`src/rtl/core/pds_pkg.sv`:
```
// Package for the PLL divider search block: constants, lookup functions,
// and the command/status structs between controller and datapath.
// No dependencies.
package pds_pkg;

    localparam int unsigned KhzW   = 21;
    localparam int unsigned ReqW   = 12;
    localparam int unsigned BaseW  = 11;
    localparam int unsigned DvdW   = 24;
    localparam int unsigned DvsW   = 12;
    localparam int unsigned TrialW = 6;

    // kHz to MHz: (khz >> 3) / 125 by reciprocal, ceil(2^25 / 125)
    localparam int unsigned RecipW   = 19;
    localparam int unsigned ReqShift = 25;
    localparam int unsigned ProdW    = KhzW - 3 + RecipW;
    localparam logic [RecipW-1:0] REQ_RECIP = 19'd268436;

    localparam logic [6:0]  MULT_START = 7'((5500 / 27) / 2);
    localparam logic [5:0]  LAST_TRIAL = 6'(2 * ((5500 / 27) / 2 - (4500 / 27) / 2));
    localparam logic [13:0] PREC_SCALE = 14'd10000;
    localparam logic [13:0] HIGH_PHY   = 14'd3400;
    localparam logic [2:0]  LAST_LEVEL = 3'd5;
    localparam logic [2:0]  LAST_DIV   = 3'd7;

    typedef enum logic [1:0] {
        SEL_BASE,
        SEL_RATE,
        SEL_QUO
    } div_sel_t;

    typedef struct packed {
        logic     load_in;
        logic     start;
        div_sel_t sel;
        logic     init_search;
        logic     advance;
        logic     load_out;
        logic     hit;
    } pds_cmd_t;

    typedef struct packed {
        logic div_done;
        logic req_zero;
        logic rate_ok;
        logic accept;
        logic last;
    } pds_status_t;

    function automatic logic [3:0] div_value(input logic [2:0] di);
        case (di)
            3'd0:    div_value = 4'd1;
            3'd1:    div_value = 4'd2;
            3'd2:    div_value = 4'd3;
            3'd3:    div_value = 4'd4;
            3'd4:    div_value = 4'd5;
            3'd5:    div_value = 4'd6;
            3'd6:    div_value = 4'd8;
            default: div_value = 4'd10;
        endcase
    endfunction

    function automatic logic [2:0] div_code(input logic [2:0] di);
        case (di)
            3'd0:    div_code = 3'd0;
            3'd1:    div_code = 3'd1;
            3'd2:    div_code = 3'd4;
            3'd3:    div_code = 3'd2;
            3'd4:    div_code = 3'd5;
            3'd5:    div_code = 3'd6;
            3'd6:    div_code = 3'd3;
            default: div_code = 3'd7;
        endcase
    endfunction

    function automatic logic [9:0] level_bound(input logic [2:0] lv);
        case (lv)
            3'd0:    level_bound = 10'd1;
            3'd1:    level_bound = 10'd5;
            3'd2:    level_bound = 10'd10;
            3'd3:    level_bound = 10'd50;
            3'd4:    level_bound = 10'd100;
            default: level_bound = 10'd1000;
        endcase
    endfunction

endpackage

```
`src/rtl/core/pds_divider.sv`:
```
// Iterative restoring divider, one quotient bit per cycle.
// Depends on pds_pkg for widths.
module pds_divider
(
    input  logic                       clk,
    input  logic                       rst_n,
    input  logic                       start,
    input  logic [pds_pkg::DvdW-1:0]   dividend,
    input  logic [pds_pkg::DvsW-1:0]   divisor,
    output logic                       done,
    output logic [pds_pkg::DvdW-1:0]   quotient
);
    import pds_pkg::*;

    logic [DvsW-1:0] rem_reg, rem_next;
    logic [DvdW-1:0] quo_reg, quo_next;
    logic [DvsW-1:0] dvs_reg;
    logic [4:0]      cnt_reg, cnt_next;
    logic            busy_reg, busy_next;
    logic            done_reg, done_next;
    logic [DvsW:0]   trial;
    logic [DvsW:0]   diff;

    always_comb
    begin
        trial     = {rem_reg, quo_reg[DvdW-1]};
        diff      = trial - {1'b0, dvs_reg};
        rem_next  = rem_reg;
        quo_next  = quo_reg;
        cnt_next  = cnt_reg;
        busy_next = busy_reg;
        done_next = 1'b0;
        if (start)
        begin
            rem_next  = '0;
            quo_next  = dividend;
            cnt_next  = 5'(DvdW - 1);
            busy_next = 1'b1;
        end
        else if (busy_reg)
        begin
            if (trial >= {1'b0, dvs_reg})
            begin
                rem_next = diff[DvsW-1:0];
                quo_next = {quo_reg[DvdW-2:0], 1'b1};
            end
            else
            begin
                rem_next = trial[DvsW-1:0];
                quo_next = {quo_reg[DvdW-2:0], 1'b0};
            end
            cnt_next = cnt_reg - 5'd1;
            if (cnt_reg == 5'd0)
            begin
                busy_next = 1'b0;
                done_next = 1'b1;
            end
        end
    end

    always_ff @(posedge clk or negedge rst_n)
    begin
        if (!rst_n)
        begin
            busy_reg <= 1'b0;
            done_reg <= 1'b0;
            cnt_reg  <= '0;
        end
        else
        begin
            busy_reg <= busy_next;
            done_reg <= done_next;
            cnt_reg  <= cnt_next;
        end
    end

    always_ff @(posedge clk)
    begin
        rem_reg <= rem_next;
        quo_reg <= quo_next;
        if (start)
        begin
            dvs_reg <= divisor;
        end
    end

    assign done     = done_reg;
    assign quotient = quo_reg;

endmodule

```
`src/rtl/core/pds_datapath.sv`:
```
// Datapath of the PLL divider search: candidate counters, shared divider,
// acceptance checks and the result register. Depends on pds_pkg, pds_divider.
module pds_datapath
(
    input  logic                        clk,
    input  logic                        rst_n,
    input  pds_pkg::pds_cmd_t           cmd,
    input  logic [pds_pkg::KhzW-1:0]    khz,
    output pds_pkg::pds_status_t        status,
    output logic [39:0]                 result
);
    import pds_pkg::*;

    logic [ReqW-1:0]   req_reg;
    logic [BaseW-1:0]  base_reg;
    logic [1:0]        rshift_reg;
    logic              rate_ok_reg;
    logic [DvdW-1:0]   q_reg;
    logic [2:0]        lv_reg;
    logic [2:0]        di_reg;
    logic [TrialW-1:0] t_reg;
    div_sel_t          sel_reg;
    logic [39:0]       result_reg;

    logic [ProdW-1:0]  req_prod;
    logic [TrialW-1:0] step;
    logic [6:0]        mult;
    logic [3:0]        dval;
    logic [3:0]        rval;
    logic [BaseW-1:0]  real_rate;
    logic [13:0]       phy;
    logic [DvdW-1:0]   dividend;
    logic [DvsW-1:0]   divisor;
    logic              div_done;
    logic [DvdW-1:0]   quotient;
    logic [DvdW-1:0]   err;

    // floor to MHz: exact for every 21-bit input
    assign req_prod = ProdW'(khz[KhzW-1:3]) * ProdW'(REQ_RECIP);

    // trial order 101, 100, 102, 99, 103, ...
    assign step = (t_reg + TrialW'(1)) >> 1;
    assign mult = t_reg[0] ? (MULT_START - 7'(step)) : (MULT_START + 7'(step));
    assign dval = div_value(di_reg);
    assign rval = 4'd1 << rshift_reg;
    assign real_rate = base_reg >> rshift_reg;
    assign phy = 14'(real_rate) * 14'd10;

    always_comb
    begin
        case (cmd.sel)
            SEL_BASE:
            begin
                dividend = DvdW'(13'(mult) * 13'd54);
                divisor  = DvsW'(dval) * DvsW'(5);
            end
            SEL_RATE:
            begin
                dividend = DvdW'(base_reg);
                divisor  = DvsW'(req_reg);
            end
            default:
            begin
                dividend = DvdW'(real_rate) * DvdW'(PREC_SCALE);
                divisor  = DvsW'(req_reg);
            end
        endcase
        if (q_reg >= DvdW'(PREC_SCALE))
        begin
            err = q_reg - DvdW'(PREC_SCALE);
        end
        else
        begin
            err = DvdW'(PREC_SCALE) - q_reg;
        end
    end

    pds_divider u_div
    (
        .clk      (clk),
        .rst_n    (rst_n),
        .start    (cmd.start),
        .dividend (dividend),
        .divisor  (divisor),
        .done     (div_done),
        .quotient (quotient)
    );

    always_ff @(posedge clk or negedge rst_n)
    begin
        if (!rst_n)
        begin
            sel_reg <= SEL_BASE;
            lv_reg  <= '0;
            di_reg  <= '0;
            t_reg   <= '0;
        end
        else
        begin
            if (cmd.start)
            begin
                sel_reg <= cmd.sel;
            end
            if (cmd.init_search)
            begin
                lv_reg <= '0;
                di_reg <= '0;
                t_reg  <= '0;
            end
            else if (cmd.advance)
            begin
                if (t_reg == LAST_TRIAL)
                begin
                    t_reg <= '0;
                    if (di_reg == LAST_DIV)
                    begin
                        di_reg <= '0;
                        lv_reg <= lv_reg + 3'd1;
                    end
                    else
                    begin
                        di_reg <= di_reg + 3'd1;
                    end
                end
                else
                begin
                    t_reg <= t_reg + TrialW'(1);
                end
            end
        end
    end

    always_ff @(posedge clk)
    begin
        if (cmd.load_in)
        begin
            req_reg <= req_prod[ReqShift +: ReqW];
        end
        if (div_done)
        begin
            case (sel_reg)
                SEL_BASE: base_reg <= BaseW'(quotient);
                SEL_RATE:
                begin
                    rate_ok_reg <= (quotient == DvdW'(1)) || (quotient == DvdW'(2))
                                || (quotient == DvdW'(4)) || (quotient == DvdW'(8));
                    rshift_reg  <= quotient[3] ? 2'd3 : quotient[2] ? 2'd2 :
                                   quotient[1] ? 2'd1 : 2'd0;
                end
                default:  q_reg    <= quotient;
            endcase
        end
        if (cmd.load_out)
        begin
            if (cmd.hit)
            begin
                result_reg <= {1'b0, (phy > HIGH_PHY), phy, lv_reg, rshift_reg,
                               div_code(di_reg), rval, dval, mult, 1'b1};
            end
            else
            begin
                result_reg <= '0;
            end
        end
    end

    assign status.div_done = div_done;
    assign status.req_zero = (req_reg == '0);
    assign status.rate_ok  = rate_ok_reg;
    assign status.accept   = (err < DvdW'(level_bound(lv_reg)));
    assign status.last     = (lv_reg == LAST_LEVEL) && (di_reg == LAST_DIV)
                          && (t_reg == LAST_TRIAL);
    assign result = result_reg;

endmodule

```
`src/rtl/core/pds_ctrl.sv`:
```
// Controller of the PLL divider search: sequences the divisions of each
// candidate and the stream handshakes. Depends on pds_pkg.
module pds_ctrl
(
    input  logic                  clk,
    input  logic                  rst_n,
    input  logic                  in_valid,
    output logic                  in_ready,
    output logic                  out_valid,
    input  logic                  out_ready,
    input  pds_pkg::pds_status_t  status,
    output pds_pkg::pds_cmd_t     cmd
);
    import pds_pkg::*;

    typedef enum logic [3:0] {
        ST_IDLE,
        ST_WAIT_BASE,
        ST_WAIT_RATE,
        ST_START_RATE,
        ST_CHK_RATE,
        ST_WAIT_QUO,
        ST_CHK_QUO,
        ST_NEXT,
        ST_FINISH
    } state_t;

    state_t   state_reg, state_next;
    logic     hit_reg, hit_next;
    logic     out_valid_reg, out_valid_next;

    always_comb
    begin
        state_next     = state_reg;
        hit_next       = hit_reg;
        out_valid_next = out_valid_reg;
        cmd            = '0;
        cmd.sel        = SEL_BASE;
        if (out_valid_reg && out_ready)
        begin
            out_valid_next = 1'b0;
        end
        case (state_reg)
            ST_IDLE:
            begin
                // MHz floor is registered with the transaction
                if (in_valid)
                begin
                    cmd.load_in = 1'b1;
                    hit_next    = 1'b1;
                    state_next  = ST_NEXT;
                end
            end
            ST_NEXT:
            begin
                // hit_reg here marks first entry after the transaction
                if (hit_reg)
                begin
                    hit_next = 1'b0;
                    if (status.req_zero)
                    begin
                        state_next = ST_FINISH;
                    end
                    else
                    begin
                        cmd.init_search = 1'b1;
                        state_next      = ST_WAIT_BASE;
                    end
                end
                else if (status.last)
                begin
                    state_next = ST_FINISH;
                end
                else
                begin
                    cmd.advance = 1'b1;
                    state_next  = ST_WAIT_BASE;
                end
            end
            ST_WAIT_BASE:
            begin
                cmd.start  = 1'b1;
                cmd.sel    = SEL_BASE;
                state_next = ST_WAIT_RATE;
            end
            ST_WAIT_RATE:
            begin
                // base is registered on this done
                if (status.div_done)
                begin
                    state_next = ST_START_RATE;
                end
            end
            ST_START_RATE:
            begin
                cmd.start  = 1'b1;
                cmd.sel    = SEL_RATE;
                state_next = ST_CHK_RATE;
            end
            ST_CHK_RATE:
            begin
                if (status.div_done)
                begin
                    state_next = ST_WAIT_QUO;
                end
            end
            ST_WAIT_QUO:
            begin
                if (status.rate_ok)
                begin
                    cmd.start  = 1'b1;
                    cmd.sel    = SEL_QUO;
                    state_next = ST_CHK_QUO;
                end
                else
                begin
                    state_next = ST_NEXT;
                end
            end
            ST_CHK_QUO:
            begin
                if (status.div_done)
                begin
                    state_next = ST_CHK_QUO;
                    hit_next   = 1'b1;
                end
                if (hit_reg)
                begin
                    hit_next = status.accept;
                    state_next = status.accept ? ST_FINISH : ST_NEXT;
                end
            end
            ST_FINISH:
            begin
                if (!out_valid_reg || out_ready)
                begin
                    cmd.load_out   = 1'b1;
                    cmd.hit        = hit_reg;
                    out_valid_next = 1'b1;
                    hit_next       = 1'b0;
                    state_next     = ST_IDLE;
                end
            end
            default:
            begin
                state_next = ST_IDLE;
            end
        endcase
    end

    always_ff @(posedge clk or negedge rst_n)
    begin
        if (!rst_n)
        begin
            state_reg     <= ST_IDLE;
            hit_reg       <= 1'b0;
            out_valid_reg <= 1'b0;
        end
        else
        begin
            state_reg     <= state_next;
            hit_reg       <= hit_next;
            out_valid_reg <= out_valid_next;
        end
    end

    assign in_ready  = (state_reg == ST_IDLE);
    assign out_valid = out_valid_reg;

endmodule

```
`src/rtl/core/pll_divider_search.sv`:
```
// PLL divider search top level: controller plus datapath.
// Per candidate: the base and rate divisions run in one shared restoring divider,
// and the error division follows only when the rate passes; up to 1776 candidates.
// A request below 1 MHz skips the search and gets a not-found result.
// Throughput: one transaction at a time; the next is taken once the result is queued.
// Reset: rst_n asynchronous active low clears control state; no clearing pass.
// Depends on pds_pkg, pds_ctrl, pds_datapath, pds_divider.
module pll_divider_search
(
    input  logic        clk,
    input  logic        rst_n,
    input  logic        s_tvalid,
    output logic        s_tready,
    input  logic [23:0] s_tdata,   // [20:0] pixel_clock_khz
    output logic        m_tvalid,
    input  logic        m_tready,
    output logic [39:0] m_tdata    // found, multiplier, clock_divider, rate_divider,
                                   // divider_code, rate_code, precision_level,
                                   // phy_clock, high_ratio
);
    import pds_pkg::*;

    pds_cmd_t    cmd;
    pds_status_t status;

    pds_ctrl u_ctrl
    (
        .clk       (clk),
        .rst_n     (rst_n),
        .in_valid  (s_tvalid),
        .in_ready  (s_tready),
        .out_valid (m_tvalid),
        .out_ready (m_tready),
        .status    (status),
        .cmd       (cmd)
    );

    pds_datapath u_dp
    (
        .clk    (clk),
        .rst_n  (rst_n),
        .cmd    (cmd),
        .khz    (s_tdata[KhzW-1:0]),
        .status (status),
        .result (m_tdata)
    );

endmodule

```
`config.mk`:
```
export PLATFORM = sky130hd
export DESIGN_NAME = pll_divider_search
export DESIGN_NICKNAME = d
export VERILOG_FILES = /design/src/rtl/core/pds_pkg.sv /design/src/rtl/core/pds_divider.sv /design/src/rtl/core/pds_datapath.sv /design/src/rtl/core/pds_ctrl.sv /design/src/rtl/core/pll_divider_search.sv
export SDC_FILE = /design/constraint.sdc
export NUM_CORES = 1
export LEC_CHECK = 0
export BUFFER_PORTS_ARGS = -buffer_cell sky130_fd_sc_hd__buf_2
export CORE_MARGIN = 2
export CORE_UTILIZATION = 50
export DETAILED_ROUTE_END_ITERATION = 16
export PLACE_DENSITY = 0.72
export SLEW_MARGIN = 20
export SYNTH_ARGS = -nofsm -noshare
export SYNTH_HDL_FRONTEND = slang
export SYNTH_HIERARCHICAL = 1
export SYNTH_SLANG_ARGS = --single-unit
```
`constraint.sdc`:
```
create_clock -name clk -period 13.6 [get_ports clk]
set_input_delay 0.68 -clock clk [delete_from_list [all_inputs] [get_ports clk]]
set_output_delay 0.68 -clock clk [all_outputs]
set_load 0.05 [all_outputs]
```
==> reports/results.txt <==
Cell Count, Final, Fillers Out = 2112
sequential element share of the synthesized area = 28.8%
number of flip-flops in the largest register = 38
routed wire length = 34200 µm
crit share post-route = 44.1%
placed cells = 2080
final hold violation count = 0
clk buf depth = 2
placed inst area = 0.0168 mm²
dpl hpwl = 26300 µm
width of the die = 184 µm
Hold WC Path Type = input port to asynchronous set/reset pin
unrepaired setup endpoints after global routing = false
largest net degree at the start of global routing = 57
initial core utilization = 51.0%
buffers and inverters on the worst path = 5
setup bufs post-CTS = 0
clock root cell = clkbuf_16
NumNets Final = 2083
first-pass GRT wire length = 57400 µm
mapped cell area = 0.0161 mm²
wire per inst = 16.2 µm
Reg clk slew, reported paths = 0.07 ns
worst vdd ir = 253 µV
remaining antenna violation count after routing = 0
row cnt = 65
critical path cell sequence = mux2_2, o21ai_0, fa_1, inv_1, ha_1, inv_1, fa_1, inv_1, ha_1, inv_1, fa_1, inv_1, ha_1, nand3_1, o2111ai_1, nand3_1, nand3b_1, a21oi_1, xnor2_1, and2_1, mux2_2
antenna violations before repair = 0
total track usage = 21.0%
fillers = 2722
Max Slew Vio Count = 0
top cells by count, synth = inv_1 (291), ha_1 (283), edfxtp_1 (124)
# setup viols final = 0
Antenna diodes = 0
max incr delay on CP = 0.79 ns
Setup TNS = 0 ns
biggest area consumer among synthesized cells = edfxtp_1
crit end category = register
Die Ht = 184 µm
port bufs = 61
PwrDens = 189 mW/mm²
slowest CP cell = edfxtp_1
Num CTS Buffers = 17
status = finished clean
# IOs = 70
Top Family by Delay on Critical Path = adder cells
remaining global-route overflow = 0
fmax = 167 MHz
vias in the first global route = 11800
Final Critical Period = 5.99 ns
P&R area growth vs syn = 8.05%
post_cts resized = 0
crit path launch type = register
vias = 11900
Synth Register Bits = 163
Yosys top cell area share = 23.1%
DRC viols = 0
GP Congestion = 0.862
Starting DRT DRC Count = 764
actual slew at the worst max-slew pin = 1.06 ns
Clock Sinks = 163
yosys warns = 6
most numerous cell in the Yosys netlist = inv_1
Synth Area per Inst = 9.72 µm²
register area = 0.00464 mm²
Vias per Instance = 5.63
Critical Path RT = 13.78 ns
synth unique cells = 90
Top FF cell, synth = edfxtp_1
CTS tree = done
area of the multi-input gates = 0.0102 mm²
Post-CTS Hold Buffers = 0
post-route design area = 0.0174 mm²
crit-path max FO = 16
Slew HR = 29.4%
Die Footprint = 0.0337 mm²
CP Class = register to register
most used cell, CP = inv_1
H-tree lvl count = 4
fraction of layout cells with a size suffix above 1 = 10.6%
top post-synthesis cells by area = edfxtp_1 (23%), ha_1 (22%), fa_1 (9.3%), inv_1 (6.8%), dfrtp_1 (4.2%)
skew final = 0.00997 ns
worst-skew pair later-pin latency = 0.43 ns
core area = 0.0316 mm²
Max-Cap Viols = 0
DRT Pass-1 Iters = 5
post-synthesis cell count = 1660
crit path DAT = 6.17 ns
Lkg Pwr = 8.14 nW
asr flop ratio synth = 16.6%
Post-synth EDFFs = 124
==> metrics by stage <==
step | hold slack, ns | utilization (%) | setup slack (ns) | total power, W
floorplan | 0.384 | - | 8.00 | 0.00230
global placement | 0.461 | 53.1 | 7.42 | 0.00268
detailed placement | 0.464 | 53.1 | 7.35 | 0.00274
CTS | 0.272 | 55.1 | 7.61 | 0.00328
global route | 0.313 | 55.1 | 7.22 | 0.00363
finish | 0.256 | 55.1 | 7.61 | 0.00329
==> cells by family (layout without fill, tap and decap cells) <==
kind of cell | after synthesis | count (layout) | share of synthesized area [%]
simple gates | 413 | 413 | 13.4
fa+ha+maj | 358 | 358 | 31.3
buf+inv | 343 | 392 | 8.29
compound gates | 262 | 262 | 11.0
flops | 163 | 163 | 28.8
xor+xnor | 66 | 66 | 3.58
mux | 54 | 54 | 3.64
other cells | 1 | 2 | 0.0233
==> layout make-up <==
type	count	share of cell area (%)
inverters	292	6.29
clock buffers	20	2.56
well taps	402	2.89
clock inverters	12	1.03
flip-flops and latches	163	26.6
repair buffers	68	2.05
multi-input cells	1155	58.6
==> cell usage in the layout (no fill, tap or decap), types with 9 or more instances in the layout <==
| master | count |
|---|---|
| nor3_1 | 43 |
| nor2b_1 | 12 |
| nor4_1 | 16 |
| and3_1 | 12 |
| nor2_1 | 116 |
| fa_1 | 75 |
| and2_1 | 22 |
| a21o_1 | 15 |
| xnor2_1 | 42 |
| a311oi_1 | 9 |
| a21oi_1 | 74 |
| o21ai_0 | 55 |
| inv_1 | 291 |
| o211ai_1 | 10 |
| mux2i_1 | 17 |
| edfxtp_1 | 124 |
| nand2_1 | 54 |
| dfxtp_1 | 12 |
| or2_2 | 10 |
| dfrtp_1 | 27 |
| clkbuf_16 | 17 |
| nand3_1 | 43 |
| buf_2 | 61 |
| nand4_1 | 13 |
| or3_1 | 13 |
| ha_1 | 283 |
| xor2_1 | 24 |
| nand2b_1 | 17 |
| mux2_2 | 37 |
| a211oi_1 | 10 |
==> report_power, final <==
group	switching (W)	internal (W)	total, W
clock	0.000202	0.000313	0.000515
combinational	0.00112	0.000879	0.00199
sequential	0.000108	0.000672	0.000780
total	0.00143	0.00186	0.00329
==> per-layer routing <==
layer	vias up	part of all wire (%)	GRT usage [%]
met2	284	48	36.3
li1	5825	-	-
met5	-	0	0
met3	31	4.2	2.50
met1	5741	46	28.3
met4	0	1.4	5.06
==> final timing paths <==
kind	from	end	slack, ns	depth (start not counted)
worst max-delay path	u_dp/rshift_reg[0]	u_dp/u_div/quotient[21]	7.61	21
worst min-delay path	rst_n	u_dp/u_div/cnt_reg[4]	0.26	1
worst max register to register	u_dp/rshift_reg[0]	u_dp/u_div/quotient[21]	7.61	21
worst min register to register	u_dp/u_div/quotient[22]	u_dp/q_reg[22]	0.48	0
max in group asynchronous	rst_n	u_dp/t_reg[5]	12.92	1
min in group clk	u_dp/u_div/quotient[22]	u_dp/q_reg[22]	0.48	0
Power figures use the tool's default switching activity.
